$ cat src/rtl/ow_pkg.sv
package ow_pkg;

  localparam int DATA_BITS = 8;
  localparam int BIT_AW    = $clog2(DATA_BITS);
  localparam int CNT_W     = 10;
  localparam int BIDX_W    = 4;
  localparam int CFG_IW    = 3;
  localparam int CFG_DW    = 10;
  localparam int Q_DEPTH   = 2;
  localparam int Q_AW      = $clog2(Q_DEPTH);
  localparam int Q_CW      = $clog2(Q_DEPTH + 1);

  localparam logic [CNT_W-1:0]  CNT_MAX    = '1;
  localparam logic [BIDX_W-1:0] BYTE_TOTAL = BIDX_W'(DATA_BITS);
  localparam logic [BIDX_W-1:0] BIT_TOTAL  = BIDX_W'(1);

  // Configuration register indexes.
  localparam logic [CFG_IW-1:0] REG_RESET_LOW     = 3'd0;
  localparam logic [CFG_IW-1:0] REG_PRESENCE_WAIT = 3'd1;
  localparam logic [CFG_IW-1:0] REG_RESET_TAIL    = 3'd2;
  localparam logic [CFG_IW-1:0] REG_WRITE_ONE_LOW = 3'd3;
  localparam logic [CFG_IW-1:0] REG_WRITE_SLOT    = 3'd4;
  localparam logic [CFG_IW-1:0] REG_READ_LOW      = 3'd5;
  localparam logic [CFG_IW-1:0] REG_READ_SAMPLE   = 3'd6;
  localparam logic [CFG_IW-1:0] REG_READ_TAIL     = 3'd7;

  typedef enum logic [2:0] {
    K_TICK  = 3'd0,
    K_RESET = 3'd1,
    K_WBYTE = 3'd2,
    K_RBYTE = 3'd3,
    K_WBIT  = 3'd4,
    K_RBIT  = 3'd5
  } kind_t;

  typedef enum logic [2:0] {
    CL_TICK = 3'b001,
    CL_CMD  = 3'b010,
    CL_NOP  = 3'b100
  } class_t;

  typedef enum logic [9:0] {
    PH_IDLE     = 10'b00_0000_0001,
    PH_RST_LOW  = 10'b00_0000_0010,
    PH_RST_WAIT = 10'b00_0000_0100,
    PH_RST_TAIL = 10'b00_0000_1000,
    PH_W1_LOW   = 10'b00_0001_0000,
    PH_W1_REL   = 10'b00_0010_0000,
    PH_W0_HOLD  = 10'b00_0100_0000,
    PH_RD_LOW   = 10'b00_1000_0000,
    PH_RD_WAIT  = 10'b01_0000_0000,
    PH_RD_TAIL  = 10'b10_0000_0000
  } phase_t;

  typedef struct packed {
    logic [9:0] reset_low_us;
    logic [7:0] presence_wait_us;
    logic [9:0] reset_tail_us;
    logic [3:0] write_one_low_us;
    logic [7:0] write_slot_us;
    logic [3:0] read_low_us;
    logic [5:0] read_sample_us;
    logic [7:0] read_tail_us;
  } cfg_t;

  typedef struct packed {
    class_t                 cls;
    kind_t                  kind;
    logic [DATA_BITS-1:0]   data;
    logic                   line;
  } item_t;

  typedef struct packed {
    phase_t                 phase;
    logic [CNT_W-1:0]       cnt;
    logic [BIDX_W-1:0]      bidx;
    logic [DATA_BITS-1:0]   sreg;
    kind_t                  opk;
  } seq_t;

  typedef struct packed {
    logic                   drive_low;
    logic                   busy;
    logic                   done;
    logic [DATA_BITS-1:0]   data;
    logic                   rejected;
  } res_t;

endpackage

$ cat src/rtl/one_wire_bus_master_top.sv
// Channel   Direction  Handshake            Beat contents
// input     in         in_valid / in_stall  kind, data, line_level
// output    out        out_valid / out_stall drive_low, busy_res, done_res,
//                                           result_data, rejected
// config    in         cfg_valid / cfg_ready cfg_index, cfg_data
//
// A tick or command beat normally leaves the sequencer in one step, so
// beats flow back to back while the result channel is free; each further phase
// of zero length adds a step, as the sequencer makes one phase step a cycle.
// Reset is synchronous and active high; it loads the default slot timings and
// returns the sequencer to idle. A two-beat queue sits between the input and
// the sequencer, and the result register frees as its beat is taken, so a stall
// on either side holds only that side until the queue fills.
module one_wire_bus_master_top (
  input  logic                          clk,
  input  logic                          rst,
  input  logic                          in_valid,
  output logic                          in_stall,
  input  logic [2:0]                    kind,
  input  logic [ow_pkg::DATA_BITS-1:0]  data,
  input  logic                          line_level,
  output logic                          out_valid,
  input  logic                          out_stall,
  output logic                          drive_low,
  output logic                          busy_res,
  output logic                          done_res,
  output logic [ow_pkg::DATA_BITS-1:0]  result_data,
  output logic                          rejected,
  input  logic                          cfg_valid,
  output logic                          cfg_ready,
  input  logic [ow_pkg::CFG_IW-1:0]     cfg_index,
  input  logic [ow_pkg::CFG_DW-1:0]     cfg_data
);

  ow_pkg::cfg_t   cfg;
  ow_pkg::item_t  push_item;
  ow_pkg::item_t  head;
  ow_pkg::res_t   res;
  logic           push;
  logic           q_full;
  logic           q_valid;
  logic           pop;

  // Host must write timing registers only while the bus is quiet; not enforced.
  ow_cfg u_cfg (
    .clk       (clk),
    .rst       (rst),
    .cfg_valid (cfg_valid),
    .cfg_ready (cfg_ready),
    .cfg_index (cfg_index),
    .cfg_data  (cfg_data),
    .cfg       (cfg)
  );

  // The front end classifies each beat as a tick, a command or a no-op.
  ow_front u_front (
    .in_valid   (in_valid),
    .in_stall   (in_stall),
    .kind       (kind),
    .data       (data),
    .line_level (line_level),
    .q_full     (q_full),
    .push       (push),
    .push_item  (push_item)
  );

  // The queue lets the front keep taking beats while a result waits.
  ow_queue u_queue (
    .clk       (clk),
    .rst       (rst),
    .push      (push),
    .push_item (push_item),
    .full      (q_full),
    .pop       (pop),
    .q_valid   (q_valid),
    .head      (head)
  );

  // The back end runs the slot sequencer and owns the result register. A beat
  // leaves the queue only once its result is written, as the sampled line level
  // is read from the queue head for as long as the beat is being worked on.
  ow_back u_back (
    .clk       (clk),
    .rst       (rst),
    .cfg       (cfg),
    .q_valid   (q_valid),
    .head      (head),
    .pop       (pop),
    .out_valid (out_valid),
    .out_stall (out_stall),
    .res       (res)
  );

  assign drive_low   = res.drive_low;
  assign busy_res    = res.busy;
  assign done_res    = res.done;
  assign result_data = res.data;
  assign rejected    = res.rejected;

endmodule

$ cat src/rtl/ow_cfg.sv
module ow_cfg (
  input  logic                        clk,
  input  logic                        rst,
  input  logic                        cfg_valid,
  output logic                        cfg_ready,
  input  logic [ow_pkg::CFG_IW-1:0]   cfg_index,
  input  logic [ow_pkg::CFG_DW-1:0]   cfg_data,
  output ow_pkg::cfg_t                cfg
);

  assign cfg_ready = 1'b1;

  // Each register keeps only as many low bits of the written word as it has.
  always_ff @(posedge clk) begin
    if (rst) begin
      cfg.reset_low_us     <= 10'd490;
      cfg.presence_wait_us <= 8'd40;
      cfg.reset_tail_us    <= 10'd450;
      cfg.write_one_low_us <= 4'd1;
      cfg.write_slot_us    <= 8'd100;
      cfg.read_low_us      <= 4'd1;
      cfg.read_sample_us   <= 6'd15;
      cfg.read_tail_us     <= 8'd105;
    end else if (cfg_valid && cfg_ready) begin
      case (cfg_index)
        ow_pkg::REG_RESET_LOW:     cfg.reset_low_us     <= cfg_data[9:0];
        ow_pkg::REG_PRESENCE_WAIT: cfg.presence_wait_us <= cfg_data[7:0];
        ow_pkg::REG_RESET_TAIL:    cfg.reset_tail_us    <= cfg_data[9:0];
        ow_pkg::REG_WRITE_ONE_LOW: cfg.write_one_low_us <= cfg_data[3:0];
        ow_pkg::REG_WRITE_SLOT:    cfg.write_slot_us    <= cfg_data[7:0];
        ow_pkg::REG_READ_LOW:      cfg.read_low_us      <= cfg_data[3:0];
        ow_pkg::REG_READ_SAMPLE:   cfg.read_sample_us   <= cfg_data[5:0];
        ow_pkg::REG_READ_TAIL:     cfg.read_tail_us     <= cfg_data[7:0];
        default: begin
        end
      endcase
    end
  end

endmodule

$ cat src/rtl/ow_front.sv
module ow_front (
  input  logic                          in_valid,
  output logic                          in_stall,
  input  logic [2:0]                    kind,
  input  logic [ow_pkg::DATA_BITS-1:0]  data,
  input  logic                          line_level,
  input  logic                          q_full,
  output logic                          push,
  output ow_pkg::item_t                 push_item
);

  assign in_stall = q_full;
  assign push     = in_valid && !q_full;

  // Sort each beat into a tick, a command, or a code with no meaning.
  always_comb begin
    push_item.kind = ow_pkg::kind_t'(kind);
    push_item.data = data;
    push_item.line = line_level;
    case (kind)
      ow_pkg::K_TICK:  push_item.cls = ow_pkg::CL_TICK;
      ow_pkg::K_RESET,
      ow_pkg::K_WBYTE,
      ow_pkg::K_RBYTE,
      ow_pkg::K_WBIT,
      ow_pkg::K_RBIT:  push_item.cls = ow_pkg::CL_CMD;
      default:         push_item.cls = ow_pkg::CL_NOP;
    endcase
  end

endmodule

$ cat src/rtl/ow_queue.sv
module ow_queue (
  input  logic           clk,
  input  logic           rst,
  input  logic           push,
  input  ow_pkg::item_t  push_item,
  output logic           full,
  input  logic           pop,
  output logic           q_valid,
  output ow_pkg::item_t  head
);

  ow_pkg::item_t                 mem [ow_pkg::Q_DEPTH];
  logic [ow_pkg::Q_AW-1:0]       wptr;
  logic [ow_pkg::Q_AW-1:0]       rptr;
  logic [ow_pkg::Q_CW-1:0]       count;

  localparam logic [ow_pkg::Q_AW-1:0] LAST = ow_pkg::Q_AW'(ow_pkg::Q_DEPTH - 1);

  assign full    = (count == ow_pkg::Q_CW'(ow_pkg::Q_DEPTH));
  assign q_valid = (count != '0);
  assign head    = mem[rptr];

  always_ff @(posedge clk) begin
    if (push) begin
      mem[wptr] <= push_item;
    end
  end

  always_ff @(posedge clk) begin
    if (rst) begin
      wptr  <= '0;
      rptr  <= '0;
      count <= '0;
    end else begin
      if (push) begin
        wptr <= (wptr == LAST) ? '0 : wptr + 1'b1;
      end
      if (pop) begin
        rptr <= (rptr == LAST) ? '0 : rptr + 1'b1;
      end
      case ({push, pop})
        2'b10:   count <= count + 1'b1;
        2'b01:   count <= count - 1'b1;
        default: count <= count;
      endcase
    end
  end

endmodule

$ cat src/rtl/ow_back.sv
module ow_back (
  input  logic           clk,
  input  logic           rst,
  input  ow_pkg::cfg_t   cfg,
  input  logic           q_valid,
  input  ow_pkg::item_t  head,
  output logic           pop,
  output logic           out_valid,
  input  logic           out_stall,
  output ow_pkg::res_t   res
);

  ow_pkg::seq_t                   cur;
  ow_pkg::seq_t                   ent;
  ow_pkg::seq_t                   adv;
  ow_pkg::seq_t                   nxt;
  logic                           working;
  logic                           go;
  logic                           cont;
  logic                           more;
  logic                           rej;
  logic                           fin;
  logic [ow_pkg::DATA_BITS-1:0]   fin_data;
  logic [ow_pkg::BIDX_W-1:0]      nb;
  logic [ow_pkg::BIDX_W-1:0]      total;
  logic                           is_write;

  function automatic logic [ow_pkg::CNT_W-1:0] phase_dur(input ow_pkg::phase_t p,
                                                         input ow_pkg::cfg_t c);
    logic [ow_pkg::CNT_W-1:0] d;
    case (p)
      ow_pkg::PH_RST_LOW:  d = c.reset_low_us;
      ow_pkg::PH_RST_WAIT: d = ow_pkg::CNT_W'(c.presence_wait_us);
      ow_pkg::PH_RST_TAIL: d = c.reset_tail_us;
      ow_pkg::PH_W1_LOW:   d = ow_pkg::CNT_W'(c.write_one_low_us);
      ow_pkg::PH_W1_REL,
      ow_pkg::PH_W0_HOLD:  d = ow_pkg::CNT_W'(c.write_slot_us);
      ow_pkg::PH_RD_LOW:   d = ow_pkg::CNT_W'(c.read_low_us);
      ow_pkg::PH_RD_WAIT:  d = ow_pkg::CNT_W'(c.read_sample_us);
      ow_pkg::PH_RD_TAIL:  d = ow_pkg::CNT_W'(c.read_tail_us);
      default:             d = '0;
    endcase
    return d;
  endfunction

  assign go  = q_valid && (!out_valid || !out_stall);
  assign pop = go && !more;

  // Entry: the head beat's own effect, applied once per beat.
  always_comb begin
    ent = cur;
    rej = 1'b0;
    if (!working) begin
      case (head.cls)
        ow_pkg::CL_TICK: begin
          if (cur.phase != ow_pkg::PH_IDLE && cur.cnt != ow_pkg::CNT_MAX) begin
            ent.cnt = cur.cnt + 1'b1;
          end
        end
        ow_pkg::CL_CMD: begin
          if (cur.phase != ow_pkg::PH_IDLE) begin
            rej = 1'b1;
          end else begin
            ent.opk  = head.kind;
            ent.bidx = '0;
            ent.cnt  = '0;
            case (head.kind)
              ow_pkg::K_RESET: begin
                ent.sreg  = '0;
                ent.phase = ow_pkg::PH_RST_LOW;
              end
              ow_pkg::K_WBYTE: begin
                ent.sreg  = head.data;
                ent.phase = head.data[0] ? ow_pkg::PH_W1_LOW : ow_pkg::PH_W0_HOLD;
              end
              ow_pkg::K_WBIT: begin
                ent.sreg  = ow_pkg::DATA_BITS'(head.data[0]);
                ent.phase = head.data[0] ? ow_pkg::PH_W1_LOW : ow_pkg::PH_W0_HOLD;
              end
              default: begin
                ent.sreg  = '0;
                ent.phase = ow_pkg::PH_RD_LOW;
              end
            endcase
          end
        end
        default: begin
        end
      endcase
    end
  end

  // One phase step per cycle with go: the phase whose time has run hands over.
  always_comb begin
    cont     = (ent.phase != ow_pkg::PH_IDLE) && (ent.cnt >= phase_dur(ent.phase, cfg));
    adv      = ent;
    adv.cnt  = '0;
    fin      = 1'b0;
    fin_data = '0;
    is_write = (ent.opk == ow_pkg::K_WBYTE) || (ent.opk == ow_pkg::K_WBIT);
    total    = ((ent.opk == ow_pkg::K_WBYTE) || (ent.opk == ow_pkg::K_RBYTE)) ?
               ow_pkg::BYTE_TOTAL : ow_pkg::BIT_TOTAL;
    nb       = ent.bidx + 1'b1;
    case (ent.phase)
      ow_pkg::PH_RST_LOW:  adv.phase = ow_pkg::PH_RST_WAIT;
      ow_pkg::PH_RST_WAIT: begin
        adv.sreg  = ow_pkg::DATA_BITS'(head.line);
        adv.phase = ow_pkg::PH_RST_TAIL;
      end
      ow_pkg::PH_RST_TAIL: begin
        adv.phase = ow_pkg::PH_IDLE;
        fin       = 1'b1;
        fin_data  = ow_pkg::DATA_BITS'(ent.sreg[0]);
      end
      ow_pkg::PH_W1_LOW:   adv.phase = ow_pkg::PH_W1_REL;
      ow_pkg::PH_RD_LOW:   adv.phase = ow_pkg::PH_RD_WAIT;
      ow_pkg::PH_RD_WAIT: begin
        adv.sreg  = ent.sreg |
                    (ow_pkg::DATA_BITS'(head.line) << ent.bidx[ow_pkg::BIT_AW-1:0]);
        adv.phase = ow_pkg::PH_RD_TAIL;
      end
      ow_pkg::PH_W1_REL,
      ow_pkg::PH_W0_HOLD,
      ow_pkg::PH_RD_TAIL: begin
        // End of a slot: either the operation is complete or the next bit starts.
        adv.bidx = nb;
        if (nb >= total) begin
          adv.phase = ow_pkg::PH_IDLE;
          fin       = 1'b1;
          if (ent.opk == ow_pkg::K_RBYTE) begin
            fin_data = ent.sreg;
          end else if (ent.opk == ow_pkg::K_RBIT) begin
            fin_data = ow_pkg::DATA_BITS'(ent.sreg[0]);
          end
        end else if (is_write) begin
          adv.phase = ent.sreg[nb[ow_pkg::BIT_AW-1:0]] ? ow_pkg::PH_W1_LOW
                                                        : ow_pkg::PH_W0_HOLD;
        end else begin
          adv.phase = ow_pkg::PH_RD_LOW;
        end
      end
      default: begin
        adv.phase = ow_pkg::PH_IDLE;
        fin       = 1'b1;
      end
    endcase
    if (!cont) begin
      fin      = 1'b0;
      fin_data = '0;
    end
    nxt  = cont ? adv : ent;
    more = cont && (adv.phase != ow_pkg::PH_IDLE) &&
           (phase_dur(adv.phase, cfg) == '0);
  end

  always_ff @(posedge clk) begin
    if (rst) begin
      cur.phase <= ow_pkg::PH_IDLE;
      cur.cnt   <= '0;
      cur.bidx  <= '0;
      cur.sreg  <= '0;
      cur.opk   <= ow_pkg::K_TICK;
      working   <= 1'b0;
      out_valid <= 1'b0;
    end else begin
      if (go) begin
        cur     <= nxt;
        working <= more;
      end
      if (pop) begin
        out_valid <= 1'b1;
      end else if (!out_stall) begin
        out_valid <= 1'b0;
      end
    end
  end

  always_ff @(posedge clk) begin
    if (pop) begin
      res.drive_low <= (nxt.phase == ow_pkg::PH_RST_LOW) ||
                       (nxt.phase == ow_pkg::PH_W1_LOW)  ||
                       (nxt.phase == ow_pkg::PH_W0_HOLD) ||
                       (nxt.phase == ow_pkg::PH_RD_LOW);
      res.busy      <= (nxt.phase != ow_pkg::PH_IDLE);
      res.done      <= fin;
      res.data      <= fin_data;
      res.rejected  <= rej;
    end
  end

endmodule

$ cat config.mk
export PLATFORM = sky130hd
export DESIGN_NAME = one_wire_bus_master_top
export DESIGN_NICKNAME = d
export VERILOG_FILES = /design/src/rtl/ow_pkg.sv /design/src/rtl/one_wire_bus_master_top.sv /design/src/rtl/ow_cfg.sv /design/src/rtl/ow_front.sv /design/src/rtl/ow_queue.sv /design/src/rtl/ow_back.sv
export SDC_FILE = /design/constraint.sdc
export NUM_CORES = 1
export LEC_CHECK = 0
export ABC_AREA = 1
export BUFFER_PORTS_ARGS = -buffer_cell sky130_fd_sc_hd__clkbuf_2
export CAP_MARGIN = 20
export CORE_ASPECT_RATIO = 0.8
export CORE_UTILIZATION = 55
export CTS_CLUSTER_SIZE = 30
export DETAILED_ROUTE_END_ITERATION = 6
export GPL_TIMING_DRIVEN = 0
export PLACE_DENSITY = 0.73
export SYNTH_ARGS = -nofsm -noshare
export SYNTH_HDL_FRONTEND = slang
export SYNTH_SLANG_ARGS = --single-unit
$ cat constraint.sdc
create_clock -name clk -period 12.62 [get_ports clk]
set_input_delay 1.262 -clock clk [delete_from_list [all_inputs] [get_ports clk]]
set_output_delay 1.262 -clock clk [all_outputs]
set_load 0.02 [all_outputs]
==> summary.md <==
| Metric | Value |
|---|---|
| CTS sink cnt | around 140 |
| Max IR drop VDD | 0.000148 V |
| Number of synthesized flops with an enable pin | 42 |
| Seq/Total Area, Yosys | 0.428 |
| GRT met1 Usage | 0.472 |
| Top cells by area, synth | dfxtp_1 26%, edfxtp_1 17%, nand2_1 13%, nor2_1 7.2%, o21ai_0 5.6% |
| Leading post-synthesis cells by instance count | 257 x nand2_1, 147 x nor2_1, 109 x inv_1, 100 x dfxtp_1, 85 x o21ai_0 |
| Cell Rows | 38 |
| Final min period | 5.77 ns |
| Worst Setup End Kind | flop |
| RSZ-0062 raised after global routing | false |
| Worst Skew | 0.00806 ns |
| Fin crit share | 0.457 |
| Die Ht | 107 um |
| Violated checks | design-rule violations |
| WP data required | 12.94 ns |
| Critical Path Start | u_back.cur[30]$_SDFFE_PP0P_ |
| Post_cts resized | 0 |
| Clock Latency Late Sink | roughly 0.44 ns |
| Drt drc | 8 |
| Pleak | 3.81 nW |
| Synth cell types | 53 |
| Area grow syn2layout | 13.3% |
| Number of synthesized register bits | 142 |
| Met2 usage | 0.429 |
| Post-DRT Antenna Nets | 0 |
| WS Path Type | reg -> reg |
| Wirelength per Cell | 16.6 um |
| Aggregate negative setup slack | 0 ns |
| DRT Wirelength | roughly 22000 um |
| Dpl hpwl | 15800 um |
| Core region area | between 10000 and 15000 sq um |
| Syn Inst Count | around 1.0k |
| Crit path buffers/inverters | 5 |
| Syn_area_per_cell | 7.27 sq um |
| Largest net degree at the start of global routing | 17 |
| Buffers on Ports | 38 |
| Most common cell in the netlist | nand2_1 |
| Async SR Flop Fraction | 0 |
| Arr. time, crit path | 6.09 ns |
| Worst reg2reg path endpoint | u_queue.count[1]$_SDFFE_PP0P_ |
| Via count | 7330 |
| Final hold vios | 0 |
| Initial Utilization | 0.563 |
| Top Usage Layer GRT | met1 |
| HP Class | reg -> reg |
| H-tree Lvls | 4 |
| Slowest CP cell | o41ai_1 |
| Hold Path Depth | 2 |
| Finished Core Util | 0.638 |
| Post-Syn Area | between 7000 and 8000 sq um |
| Final GP Congestion | 0.950 |
| Initial DRC count | 932 |
| Hold_buf cts | 0 |
| R2r worst-path depth | 29 |
| Pwr Density | 219 nW/um^2 |
| Die area | approximately 14000 sq um |
| CP top delay family | simple AND/OR/NAND/NOR gates |
| CTS buffer count | 17 |
| Layout net count | 1150 |
| Syn nets | 1092 |
| Die span in x | 134 um |
| Bufs on Longest Clock Path | 2 |
| Rel. slew slack | 0.388 |
| Layout cell share with drive strength beyond 1 | 0.116 |
| Pre-Repair DR Iteration Count | 7 |
| Max stage delay on crit path | 0.69 ns |
| Top_reg_cell synth | dfxtp_1 |
| CTS root buffer | clkbuf_16 |
| Max-cap viol count | 0 |
| Worst hold slack | between 0.4 and 0.5 ns |
| Final slew viol count | 0 |
| Final setup fails | 0 |
| Grt met3 use | 0.105 |
| Worst Max-Slew Pin Slew | 0.916 ns |
| R2r setup slk | 6.85 ns |
| Status | finished with violations |
| Cell accounting for the most synthesized area | dfxtp_1 |
| Total gr overflow | 0 |
| Synth warn | 0 |
| Fillcell total | 1258 |
| CTS clk-pin slew, worst paths | ~0.06 ns |
| First-pass GRT wire length | 34300 um |
| Worst reg2reg startpoint | u_back.cur[30]$_SDFFE_PP0P_ |
| Post-route setup slack | 6.85 ns |
| Hold path start | u_back.cur[4]$_SDFFE_PP0P_ |
| IO Pins | 45 |
| Vias in the first global route | 6466 |
| GRT Util Overall | 0.315 |
| CP Launch Type | flop |
| Critical-path maximum fanout | 14 |
| # Post-CTS Setup Buffers | 0 |
| Worst Hold End | u_back.cur[4]$_SDFFE_PP0P_ |
| DP Worst Slack | just under 7 ns |
| Synth top area share | 0.263 |
| CTS tree | built |
| Avg Vias per Cell | 5.64 |
| Fmax | roughly 170 MHz |
| Number of antenna violations at the first check in global routing | 1 |
-- cells in the final DEF (no fill, tap or decap), types with 13 or more instances in the layout --
master,instances
nand2_1,257
nor2_1,146
inv_1,109
dfxtp_1,100
o21ai_0,85
a21oi_1,56
nand3_1,52
edfxtp_1,42
clkbuf_2,40
clkbuf_1,27
clkbuf_16,18
inv_2,14
nand2_2,14
nand4_1,14
ha_1,13
-- metal layers --
metal	up-vias	routed length, um
met5	-	0
met4	0	275
met3	28	2570
met2	343	8600
met1	3361	10100
li1	3598	-
-- registers in the layout, summed over array words and instances, names as in the netlist, named ones only --
| name | flops |
|---|---|
| u_back.out_valid | 1 |
| u_back.working | 1 |
| u_cfg.cfg | 58 |
| u_back.res | 12 |
| u_queue.mem | 30 |
| u_back.cur | 35 |
| u_queue.count | 2 |
| u_queue.rptr | 1 |
| u_queue.wptr | 1 |
-- how the worst max path moves through the flow --
stage	cells after the start	slack [ns]	to
2_1_floorplan	29	8.31	u_queue.count[1]$_SDFFE_PP0P_
3_3_place_gp	29	6.99	u_queue.count[1]$_SDFFE_PP0P_
3_5_place_dp	29	6.96	u_queue.count[1]$_SDFFE_PP0P_
4_1_cts	30	6.92	u_queue.count[1]$_SDFFE_PP0P_
5_1_grt	29	6.43	u_queue.count[1]$_SDFFE_PP0P_
6_report	29	6.85	u_queue.count[1]$_SDFFE_PP0P_
-- area by class of cell --
type | instances | area (sq um) | area share
Clock buffer | 24 | 477 | 0.0552
Antenna cell | 1 | 2.50 | 0.000290
Sequential cell | 142 | 3260 | 0.378
Multi-Input combinational cell | 749 | 3730 | 0.432
Timing Repair Buffer | 39 | 198 | 0.0229
Buffer | 33 | 166 | 0.0193
Inverter | 125 | 469 | 0.0543
Clock inverter | 7 | 111 | 0.0129
Tap cell | 180 | 225 | 0.0261
-- logic make-up after synthesis --
logic type,after synthesis,synth area share
adders and majority gates,13,0.0213
xor gates and xnor gates,5,0.00574
and+or+nand+nor,525,0.306
other,1,0.000492
buffers and inverters,158,0.0834
AOI/OAI and AO/OA,205,0.155
DFF,142,0.428
-- worst reg2reg max path: cells and delay by family (launching register included) --
family | cells | cell delay [ns]
simple gates | 16 | 1.89
fa+ha+maj | 2 | 0.58
compound gates | 6 | 1.81
buf+inv | 5 | 1.01
flops | 1 | 0.38
-- metrics by stage --
stage	std cells	power [mW]	cell area, sq um
final	1300	1.89	8640
after global routing	1299	2.00	8640
after CTS	1299	1.87	8640
after detailed placement	1268	1.36	8050
after global placement	1267	1.36	8040
after floorplan	1049	1.16	7620
-- power breakdown --
group | switching, mW | internal [mW]
Sequential | 0.0382 | 0.551
Combinational | 0.571 | 0.223
Clock | 0.190 | 0.322
Total | 0.799 | 1.10
No activity file was read; power rests on OpenSTA's default activity.
